<file path="src/rtl/core/counter_based_flood_suppressor_macros.svh">
// ---------------------------------------------------------------------------
// counter_based_flood_suppressor_macros.svh
// assertion shorthands for the flood suppressor
// ---------------------------------------------------------------------------
`ifndef COUNTER_BASED_FLOOD_SUPPRESSOR_MACROS_SVH
`define COUNTER_BASED_FLOOD_SUPPRESSOR_MACROS_SVH

// same-cycle implication, checked out of reset
`define CBFS_ASSERT_NOW(lbl, ante, cons, msg) \
  lbl: assert property (@(posedge clk) disable iff (!rst_n) (ante) |-> (cons)) \
    else $error(msg);

// next-cycle implication, checked out of reset
`define CBFS_ASSERT_NEXT(lbl, ante, cons, msg) \
  lbl: assert property (@(posedge clk) disable iff (!rst_n) (ante) |=> (cons)) \
    else $error(msg);

`endif

</file>
<file path="src/rtl/core/cbfs_pkg.sv">
// ---------------------------------------------------------------------------
// cbfs_pkg
// types and codes shared by the flood suppressor
// ---------------------------------------------------------------------------
package cbfs_pkg;

  localparam int unsigned KIND_W  = 2;
  localparam int unsigned MSG_W   = 32;
  localparam int unsigned COUNT_W = 8;
  localparam int unsigned CFG_W   = 8;
  localparam int unsigned OUT_W   = 48;

  localparam logic [KIND_W-1:0] KIND_RX     = 2'd0;
  localparam logic [KIND_W-1:0] KIND_EXPIRY = 2'd1;
  localparam logic [KIND_W-1:0] KIND_CLEAR  = 2'd2;

  localparam logic [COUNT_W-1:0] COUNT_MAX = 8'hFF;
  localparam logic [COUNT_W-1:0] COUNT_ONE = 8'd1;
  localparam logic [CFG_W-1:0]   ALLOWED_RESET = 8'd3;

  typedef enum logic [2:0] {
    ST_IDLE,
    ST_SEEN_SCAN,
    ST_PEND_SCAN,
    ST_UPDATE,
    ST_RESP
  } state_t;

  // result flags, last field in the lowest bit
  typedef struct packed {
    logic               table_full;
    logic [COUNT_W-1:0] copies;
    logic               forward;
    logic               cancel_timer;
    logic               start_timer;
    logic               first_reception;
  } res_t;

endpackage

</file>
<file path="src/rtl/core/counter_based_flood_suppressor.sv">
// ---------------------------------------------------------------------------
// counter_based_flood_suppressor
// counter based broadcast suppression over a seen table and a pending table
// ---------------------------------------------------------------------------
// One event is handled at a time and every event gives exactly one result beat.
// A reception walks the seen-id memory one entry a cycle (as many entries as
// have been filled, at most SEEN_DEPTH), then the pending memory (PEND_DEPTH
// entries), stopping early on a match; the memory reads are registered.
// A timer expiry walks the pending memory only; a clear or an unused kind
// walks neither memory. The next event is taken while the previous result
// still waits in the output register. The seen table is filled in order and
// tracked by a fill count, so no clearing pass is needed after reset.
module counter_based_flood_suppressor #(
  parameter int unsigned SEEN_DEPTH = 64,
  parameter int unsigned PEND_DEPTH = 16,
  parameter int unsigned ID_WIDTH   = 32
) (
  input  logic                          clk,
  input  logic                          rst_n,
  // config beat: allowed_receptions
  input  logic                          cfg_valid,
  output logic                          cfg_ready,
  input  logic [cbfs_pkg::CFG_W-1:0]    cfg_data,
  // in_tdata: msg_id[31:0]
  input  logic                          in_tvalid,
  output logic                          in_tready,
  input  logic [cbfs_pkg::MSG_W-1:0]    in_tdata,
  // in_tuser: kind[1:0]
  input  logic [cbfs_pkg::KIND_W-1:0]   in_tuser,
  // out_tdata: out_msg_id[31:0], first_reception[32], start_timer[33],
  // cancel_timer[34], forward[35], copies[43:36], table_full[44], zero[47:45]
  output logic                          out_tvalid,
  input  logic                          out_tready,
  output logic [cbfs_pkg::OUT_W-1:0]    out_tdata
);

  localparam int unsigned SA_W   = $clog2(SEEN_DEPTH);
  localparam int unsigned PA_W   = (PEND_DEPTH > 1) ? $clog2(PEND_DEPTH) : 1;
  localparam int unsigned CNT_W  = ((SA_W > PA_W) ? SA_W : PA_W) + 1;
  localparam int unsigned PE_W   = ID_WIDTH + cbfs_pkg::COUNT_W;
  localparam int unsigned PAD_W  = cbfs_pkg::OUT_W - cbfs_pkg::MSG_W - $bits(cbfs_pkg::res_t);

  // memories
  logic [ID_WIDTH-1:0] seen_mem [SEEN_DEPTH];
  logic [PE_W-1:0]     pend_mem [PEND_DEPTH];

  cbfs_pkg::state_t state_r, state_nxt;

  logic [cbfs_pkg::KIND_W-1:0]  kind_r, kind_nxt;
  logic [ID_WIDTH-1:0]          id_r, id_nxt;
  logic [CNT_W-1:0]             cnt_r, cnt_nxt;
  logic                         rd_vld_r, rd_vld_nxt;
  logic [PA_W-1:0]              rd_idx_r, rd_idx_nxt;
  logic                         seen_hit_r, seen_hit_nxt;
  logic                         match_r, match_nxt;
  logic [PA_W-1:0]              match_idx_r, match_idx_nxt;
  logic [cbfs_pkg::COUNT_W-1:0] match_cnt_r, match_cnt_nxt;
  logic                         free_r, free_nxt;
  logic [PA_W-1:0]              free_idx_r, free_idx_nxt;
  logic [cbfs_pkg::CFG_W-1:0]   allowed_r, allowed_nxt;
  logic [SA_W-1:0]              seen_slot_r, seen_slot_nxt;
  logic [SA_W:0]                seen_fill_r, seen_fill_nxt;
  logic [PEND_DEPTH-1:0]        pend_valid_r, pend_valid_nxt;
  cbfs_pkg::res_t               res_r, res_nxt;
  logic                         out_valid_r, out_valid_nxt;
  logic [cbfs_pkg::OUT_W-1:0]   out_data_r, out_data_nxt;

  logic                         seen_re, seen_we;
  logic [SA_W-1:0]              seen_raddr;
  logic [ID_WIDTH-1:0]          seen_rdata_r;
  logic                         pend_re, pend_we;
  logic [PA_W-1:0]              pend_raddr, pend_waddr;
  logic [PE_W-1:0]              pend_wdata;
  logic [PE_W-1:0]              pend_rdata_r;

  logic                         in_beat;
  logic [63:0]                  in_id_ext;
  logic [63:0]                  id_ext;
  logic                         seen_cmp_hit;
  logic                         seen_done;
  logic                         pend_cmp_hit;
  logic                         pend_done;
  logic [cbfs_pkg::COUNT_W-1:0] cnt_inc;
  logic                         out_free;

  assign in_beat   = in_tvalid & in_tready;
  assign in_id_ext = 64'(in_tdata);
  assign id_ext    = 64'(id_r);
  assign out_free  = !out_valid_r || out_tready;

  // compares against the data read in the previous cycle
  assign seen_cmp_hit = rd_vld_r && (seen_rdata_r == id_r);
  assign seen_done    = seen_cmp_hit || (cnt_r >= CNT_W'(seen_fill_r));
  assign pend_cmp_hit = rd_vld_r && pend_valid_r[rd_idx_r] &&
                        (pend_rdata_r[PE_W-1:cbfs_pkg::COUNT_W] == id_r);
  assign pend_done    = pend_cmp_hit || (cnt_r >= CNT_W'(PEND_DEPTH));
  assign cnt_inc      = (match_cnt_r == cbfs_pkg::COUNT_MAX) ? match_cnt_r
                                                             : match_cnt_r + 8'd1;

  // next state
  always_comb begin
    state_nxt = state_r;
    unique case (state_r)
      cbfs_pkg::ST_IDLE: begin
        if (in_beat) begin
          if (in_tuser == cbfs_pkg::KIND_RX) begin
            state_nxt = cbfs_pkg::ST_SEEN_SCAN;
          end else if (in_tuser == cbfs_pkg::KIND_EXPIRY) begin
            state_nxt = cbfs_pkg::ST_PEND_SCAN;
          end else begin
            state_nxt = cbfs_pkg::ST_UPDATE;
          end
        end
      end
      cbfs_pkg::ST_SEEN_SCAN: begin
        if (seen_done) state_nxt = cbfs_pkg::ST_PEND_SCAN;
      end
      cbfs_pkg::ST_PEND_SCAN: begin
        if (pend_done) state_nxt = cbfs_pkg::ST_UPDATE;
      end
      cbfs_pkg::ST_UPDATE: state_nxt = cbfs_pkg::ST_RESP;
      cbfs_pkg::ST_RESP: begin
        if (out_free) state_nxt = cbfs_pkg::ST_IDLE;
      end
      default: state_nxt = cbfs_pkg::ST_IDLE;
    endcase
  end

  // outputs of the state machine
  always_comb begin
    in_tready = 1'b0;
    seen_re   = 1'b0;
    pend_re   = 1'b0;
    unique case (state_r)
      cbfs_pkg::ST_IDLE:      in_tready = 1'b1;
      cbfs_pkg::ST_SEEN_SCAN: seen_re   = (cnt_r < CNT_W'(seen_fill_r));
      cbfs_pkg::ST_PEND_SCAN: pend_re   = (cnt_r < CNT_W'(PEND_DEPTH));
      cbfs_pkg::ST_UPDATE,
      cbfs_pkg::ST_RESP:      in_tready = 1'b0;
      default:                in_tready = 1'b0;
    endcase
  end

  assign cfg_ready  = 1'b1;
  assign out_tvalid = out_valid_r;
  assign out_tdata  = out_data_r;
  assign seen_raddr = cnt_r[SA_W-1:0];
  assign pend_raddr = cnt_r[PA_W-1:0];

  // datapath
  always_comb begin
    kind_nxt       = kind_r;
    id_nxt         = id_r;
    cnt_nxt        = cnt_r;
    rd_vld_nxt     = 1'b0;
    rd_idx_nxt     = rd_idx_r;
    seen_hit_nxt   = seen_hit_r;
    match_nxt      = match_r;
    match_idx_nxt  = match_idx_r;
    match_cnt_nxt  = match_cnt_r;
    free_nxt       = free_r;
    free_idx_nxt   = free_idx_r;
    allowed_nxt    = allowed_r;
    seen_slot_nxt  = seen_slot_r;
    seen_fill_nxt  = seen_fill_r;
    pend_valid_nxt = pend_valid_r;
    res_nxt        = res_r;
    out_valid_nxt  = out_valid_r && !out_tready;
    out_data_nxt   = out_data_r;
    seen_we        = 1'b0;
    pend_we        = 1'b0;
    pend_waddr     = match_idx_r;
    pend_wdata     = {id_r, match_cnt_r};

    if (cfg_valid && cfg_ready) allowed_nxt = cfg_data;

    case (state_r)
      cbfs_pkg::ST_IDLE: begin
        if (in_beat) begin
          kind_nxt     = in_tuser;
          id_nxt       = in_id_ext[ID_WIDTH-1:0];
          cnt_nxt      = '0;
          seen_hit_nxt = 1'b0;
          match_nxt    = 1'b0;
          free_nxt     = 1'b0;
        end
      end
      cbfs_pkg::ST_SEEN_SCAN: begin
        if (seen_re) begin
          cnt_nxt    = cnt_r + 1'b1;
          rd_vld_nxt = 1'b1;
        end
        if (seen_done) begin
          seen_hit_nxt = seen_cmp_hit;
          cnt_nxt      = '0;
          rd_vld_nxt   = 1'b0;
        end
      end
      cbfs_pkg::ST_PEND_SCAN: begin
        if (pend_re) begin
          cnt_nxt    = cnt_r + 1'b1;
          rd_vld_nxt = 1'b1;
          rd_idx_nxt = pend_raddr;
        end
        if (rd_vld_r && !pend_valid_r[rd_idx_r] && !free_r) begin
          free_nxt     = 1'b1;
          free_idx_nxt = rd_idx_r;
        end
        if (pend_cmp_hit) begin
          match_nxt     = 1'b1;
          match_idx_nxt = rd_idx_r;
          match_cnt_nxt = pend_rdata_r[cbfs_pkg::COUNT_W-1:0];
        end
        if (pend_done) rd_vld_nxt = 1'b0;
      end
      cbfs_pkg::ST_UPDATE: begin
        res_nxt = '0;
        if (kind_r == cbfs_pkg::KIND_RX) begin
          if (!seen_hit_r) begin
            // unseen id: record it, reuse a pending entry or open a free one, else flag table full
            res_nxt.first_reception = 1'b1;
            seen_we       = 1'b1;
            seen_slot_nxt = (seen_slot_r == SA_W'(SEEN_DEPTH - 1)) ? '0
                                                                   : seen_slot_r + 1'b1;
            if (seen_fill_r != (SA_W + 1)'(SEEN_DEPTH)) seen_fill_nxt = seen_fill_r + 1'b1;
            if (match_r || free_r) begin
              pend_we    = 1'b1;
              pend_waddr = match_r ? match_idx_r : free_idx_r;
              pend_wdata = {id_r, cbfs_pkg::COUNT_ONE};
              pend_valid_nxt[pend_waddr] = 1'b1;
              res_nxt.start_timer = 1'b1;
              res_nxt.copies      = cbfs_pkg::COUNT_ONE;
            end else begin
              res_nxt.table_full = 1'b1;
            end
          end else if (match_r) begin
            pend_we        = 1'b1;
            pend_wdata     = {id_r, cnt_inc};
            res_nxt.copies = cnt_inc;
            if (cnt_inc >= allowed_r) begin
              pend_valid_nxt[match_idx_r] = 1'b0;
              res_nxt.cancel_timer        = 1'b1;
            end
          end
        end else if (kind_r == cbfs_pkg::KIND_EXPIRY) begin
          if (match_r) begin
            res_nxt.copies              = match_cnt_r;
            res_nxt.forward             = (match_cnt_r < allowed_r);
            pend_valid_nxt[match_idx_r] = 1'b0;
          end
        end else if (kind_r == cbfs_pkg::KIND_CLEAR) begin
          pend_valid_nxt = '0;
        end
      end
      cbfs_pkg::ST_RESP: begin
        if (out_free) begin
          out_valid_nxt = 1'b1;
          out_data_nxt  = {PAD_W'(0), res_r, id_ext[cbfs_pkg::MSG_W-1:0]};
        end
      end
      default: begin
        res_nxt = res_r;
      end
    endcase
  end

  // control registers
  always_ff @(posedge clk) begin
    if (!rst_n) begin
      state_r      <= cbfs_pkg::ST_IDLE;
      rd_vld_r     <= 1'b0;
      allowed_r    <= cbfs_pkg::ALLOWED_RESET;
      seen_slot_r  <= '0;
      seen_fill_r  <= '0;
      pend_valid_r <= '0;
      out_valid_r  <= 1'b0;
    end else begin
      state_r      <= state_nxt;
      rd_vld_r     <= rd_vld_nxt;
      allowed_r    <= allowed_nxt;
      seen_slot_r  <= seen_slot_nxt;
      seen_fill_r  <= seen_fill_nxt;
      pend_valid_r <= pend_valid_nxt;
      out_valid_r  <= out_valid_nxt;
    end
  end

  // payload registers
  always_ff @(posedge clk) begin
    kind_r      <= kind_nxt;
    id_r        <= id_nxt;
    cnt_r       <= cnt_nxt;
    rd_idx_r    <= rd_idx_nxt;
    seen_hit_r  <= seen_hit_nxt;
    match_r     <= match_nxt;
    match_idx_r <= match_idx_nxt;
    match_cnt_r <= match_cnt_nxt;
    free_r      <= free_nxt;
    free_idx_r  <= free_idx_nxt;
    res_r       <= res_nxt;
    out_data_r  <= out_data_nxt;
  end

  // seen-id memory
  always_ff @(posedge clk) begin
    if (seen_we) seen_mem[seen_slot_r] <= id_r;
    if (seen_re) seen_rdata_r <= seen_mem[seen_raddr];
  end

  // pending memory: id and copy count per entry
  always_ff @(posedge clk) begin
    if (pend_we) pend_mem[pend_waddr] <= pend_wdata;
    if (pend_re) pend_rdata_r <= pend_mem[pend_raddr];
  end

`include "counter_based_flood_suppressor_macros.svh"

  `CBFS_ASSERT_NOW(a_start_is_first, out_valid_r && out_data_r[33], out_data_r[32] && (out_data_r[43:36] == cbfs_pkg::COUNT_ONE), "start without first reception at count one")
  `CBFS_ASSERT_NOW(a_full_no_start, out_valid_r && out_data_r[44], out_data_r[32] && !out_data_r[33] && (out_data_r[43:36] == '0), "table full result inconsistent")
  `CBFS_ASSERT_NOW(a_cancel_at_threshold, out_valid_r && out_data_r[34], (out_data_r[43:36] >= allowed_r) && !out_data_r[32], "cancel below threshold")
  `CBFS_ASSERT_NOW(a_fill_bound, 1'b1, seen_fill_r <= (SA_W + 1)'(SEEN_DEPTH), "seen fill count overflow")
  `CBFS_ASSERT_NEXT(a_update_to_resp, state_r == cbfs_pkg::ST_UPDATE, state_r == cbfs_pkg::ST_RESP, "update not followed by response")

endmodule

</file>
<file path="config.mk">
export PLATFORM = sky130hd
export DESIGN_NAME = counter_based_flood_suppressor
export DESIGN_NICKNAME = d
export VERILOG_FILES = /design/src/rtl/core/cbfs_pkg.sv /design/src/rtl/core/counter_based_flood_suppressor.sv
export VERILOG_INCLUDE_DIRS = /design/src /design/src/rtl/core
export SDC_FILE = /design/constraint.sdc
export NUM_CORES = 2
export LEC_CHECK = 0
export BUFFER_PORTS_ARGS = -buffer_cell sky130_fd_sc_hd__buf_2
export CAP_MARGIN = 5
export CORE_MARGIN = 3
export CORE_UTILIZATION = 44
export CTS_CLUSTER_SIZE = 14
export DETAILED_ROUTE_END_ITERATION = 16
export PLACE_DENSITY_LB_ADDON = 0.12
export SYNTH_ARGS = -nofsm -noshare
export SYNTH_HDL_FRONTEND = slang
export SYNTH_SLANG_ARGS = --single-unit
</file>
<file path="constraint.sdc">
create_clock -name clk -period 4.86 [get_ports clk]
set_input_delay 0.972 -clock clk [delete_from_list [all_inputs] [get_ports clk]]
set_output_delay 0.972 -clock clk [all_outputs]
set_load 0.02 [all_outputs]
</file>
==> results by group <==
Status
  • Outcome: completed

STA
  • Final Hold Fails: 0
  • RSZ-0062 raised after global routing: false
  • Final setup TNS: 0 ns
  • Final setup vio count: 0
  • Worst Max-Slew Pin Slew: 1.38 ns
  • Setup ws final: 0.791 ns
  • Post-layout min period: 4.07 ns
  • Clk_skew: 0.0746 ns
  • Max Freq: 0.246 GHz
  • Fin crit share: 83.7%
  • Max-slew violation count: 0
  • Worst relative slew slack: 7.03%

Clock tree
  • Worst-Skew Late Latency: 0.94 ns
  • Hold_buf cts: 0
  • CTS Sinks: 2924
  • CTS tree: yes
  • Root Driver: clkbuf_16
  • Post-cts resize count: 0
  • Clk pin slew, worst setup/hold paths: 0.06 ns
  • H-tree depth: 5
  • CTS buffer count: 326
  • Postcts setup bufs: 0
  • Clock buffer depth: 4

Drt
  • Avg WL per Cell: 34.1 µm
  • Starting DRT DRC Count: 6715
  • Vias per inst: 6.04
  • DRT antenna net count: 0
  • Routed vias: 56473
  • 1st-pass router iterations: 6
  • Total routed wirelength: 319 mm
  • Residual DRC count: 0

Logic synthesis
  • Prevailing post-synth register cell: edfxtp_1
  • Syn. warnings: 0
  • Post-synthesis cell count: 5315
  • Post-synth EDFFs: 2882
  • Post-synth ARST share: 0%
  • Syn avg cell area: 21.2 µm²
  • Sequential fraction of the synthesis area: 77.4%
  • Yosys reg bits: 2924
  • Syn Std Cell Area: 113000 µm²
  • Post-synth cell types: 68

Critical path
  • Crit path DAT: 4.67 ns
  • Buf/Inv on CP: 2
  • Slowest cell delay on critical path: 0.72 ns
  • Slowest CP cell: nor2_4
  • Critical Path RT: 5.46 ns
  • Cell mode on critical path: buf_4
  • Worst Setup Start Kind: flop
  • Worst setup EP type: flop
  • Crit path cell chain: nor3_1 -> nand2_1 -> nor2_1 -> nand3_1 -> buf_4 -> nor2_4 -> buf_4
  • CP Class: reg2reg
  • Delay-heaviest family, CP: simple AND/OR/NAND/NOR gates
  • Maximum fanout along the worst path: 18

Global route
  • Largest net degree at the start of global routing: 114
  • Global-route usage over all layers: 24.1%
  • Initial antenna violation count: 25
  • Grt total ovfl: 0
  • First-pass GRT wire length: 446 mm
  • Vias in the first global route: 56713

Floorplanning
  • # rows: 185
  • Area of the core: 255000 µm²
  • Die ar.: 263000 µm²
  • Initial core utilization: 44.3%
  • Die Wd: 512 µm
  • I/O pin count: 98
  • Die height: 512 µm

Worst hold path
  • Min-Delay Path Class: in2reg

Cells and area
  • Final #Nets: 5817
  • Non-Filler Instances: 9354
  • Layout cells sized above 1: 25.0%
  • Core Util, Final: 50.8%
  • Layout Area Growth over Synthesis: 14.6%

Placed design
  • GPL Wtd Cong: 0.868
  • Setup WS pre-CTS: 0.785 ns
  • Cell Count Post-Placement: 8778
  • PortBufs: 93
  • Final HPWL DP: 178 mm

Pwr
  • PwrDens: 537 nW/µm²
  • Worst IR drop on VDD: 0.385 mV
  • Pleak: 40.6 nW

Run
  • MaxCap Viol Count: 0
[cell usage after synthesis (all sizes together) (6+ instances only)]
library cell     n  area, µm²
dfxtp           42        841
xnor2           42        368
a21o            10       75.1
o31ai            9       67.6
ha              28        350
nor2           142        533
nand2b          10       62.6
a22oi           45        338
a211oi          33        248
nand2          154        578
nand4           17        106
xor2            39        342
clkbuf         129        484
mux4           579      13000
nor4            13       81.3
a31oi            6       37.5
edfxtp        2882      86500
o221a            6       67.6
a221oi          82        718
mux2i          343       3430
nor3            22        110
inv             28        105
o21ai          110        551
nor2b           25        156
and2            14       87.6
o221ai         100        913
buf            156       1110
nand3           35        175
a21oi          103        515
o22ai           50        313
[per-stage QoR]
step / area (µm²) / power, mW / hold slack, ns
after floorplan: 113000 / 40.4 / 0.400
after global placement: 119000 / 46.6 / 0.401
after detailed placement: 119000 / 46.7 / 0.405
after CTS: 129000 / 70.0 / 0.126
after global routing: 129000 / 71.8 / 0.144
final: 129000 / 69.5 / 0.208
[routing by layer]
metal | GRT usage (%) | up-vias | share of wire [%] | routed length [µm]
met5 | 0 | - | 0 | 0
met4 | 7.39 | 0 | 3.2 | 10200
met3 | 4.48 | 480 | 7.2 | 23100
met2 | 37.8 | 2206 | 47 | 151000
met1 | 34.4 | 30563 | 42 | 135000
li1 | - | 23224 | - | -
[state kept, by name, summed over array words and instances (netlist names), 6 cells and up]
name / cells
pend_mem: 640
res_r: 13
seen_mem: 2048
allowed_r: 8
seen_slot_r: 6
id_r: 32
match_cnt_r: 8
seen_fill_r: 7
cnt_r: 7
seen_rdata_r: 32
out_tdata: 45
pend_valid_r: 16
pend_rdata_r: 40
[layout by cell type (no fill, tap or decap), types with 14 or more instances in the layout]
master and instances:
edfxtp_1 2882, mux4_2 579, mux2i_1 343, clkbuf_16 330
buf_4 248, nand2_1 153, o21ai_0 104, a21oi_1 103
o221ai_1 94, buf_2 93, a221oi_1 82, nor2_4 82
clkinv_1 70, clkbuf_1 69, nor2_1 59, clkinv_2 52
o22ai_1 50, a22oi_1 45, xnor2_1 42, dfxtp_1 42
buf_12 41, xor2_1 39, nand3_1 35, a211oi_1 30
ha_1 28, inv_1 24, bufinv_16 24, nor2b_1 23
nor3_1 21, nand4_1 17, and2_1 14
[cells by family (layout without fill, tap and decap cells)]
family / count (synthesis) / count (layout) / synth area share (%)
other: 2 / 13 / 0.00666
XOR/XNOR: 81 / 81 / 0.629
flip-flops: 2924 / 2924 / 77.4
multiplexers: 923 / 923 / 14.6
buffers and inverters: 313 / 975 / 1.51
AND/OR/NAND/NOR: 459 / 459 / 1.85
adder cells (fa/ha/maj): 28 / 28 / 0.311
AO/OA/AOI/OAI: 585 / 585 / 3.64
[path summary, 6_finish.rpt]
| kind | from | end | slack [ns] | depth (start not counted) |
|---|---|---|---|---|
| setup reg to reg | seen_hit_r | seen_mem[35][10] | 0.79 | 7 |
| hold reg to reg | res_r[11] | out_tdata[43] | 0.42 | 0 |
| setup / recovery | seen_hit_r | seen_mem[35][10] | 0.79 | 7 |
| hold / removal | in_tdata[23] | id_r[23] | 0.21 | 1 |
[report_power, final]
group	switching (mW)	total, mW	internal, mW
sequential	0.425	29.3	28.9
clock	9.72	23.4	13.7
combinational	10.2	16.8	6.52
total	20.4	69.5	49.1
[cell type report]
class                   instances  area (µm²)
diodes                          9        22.5
clock buffers                 400        8530
clock inverters               165        1460
fillers                     20270      125000
inverters                      28         114
multi-input cells            2080       24400
flip-flops and latches       2924       87400
well taps                    3366        4210
repair buffers                382        3150
Note: power is estimated with default switching activity, not from simulation.
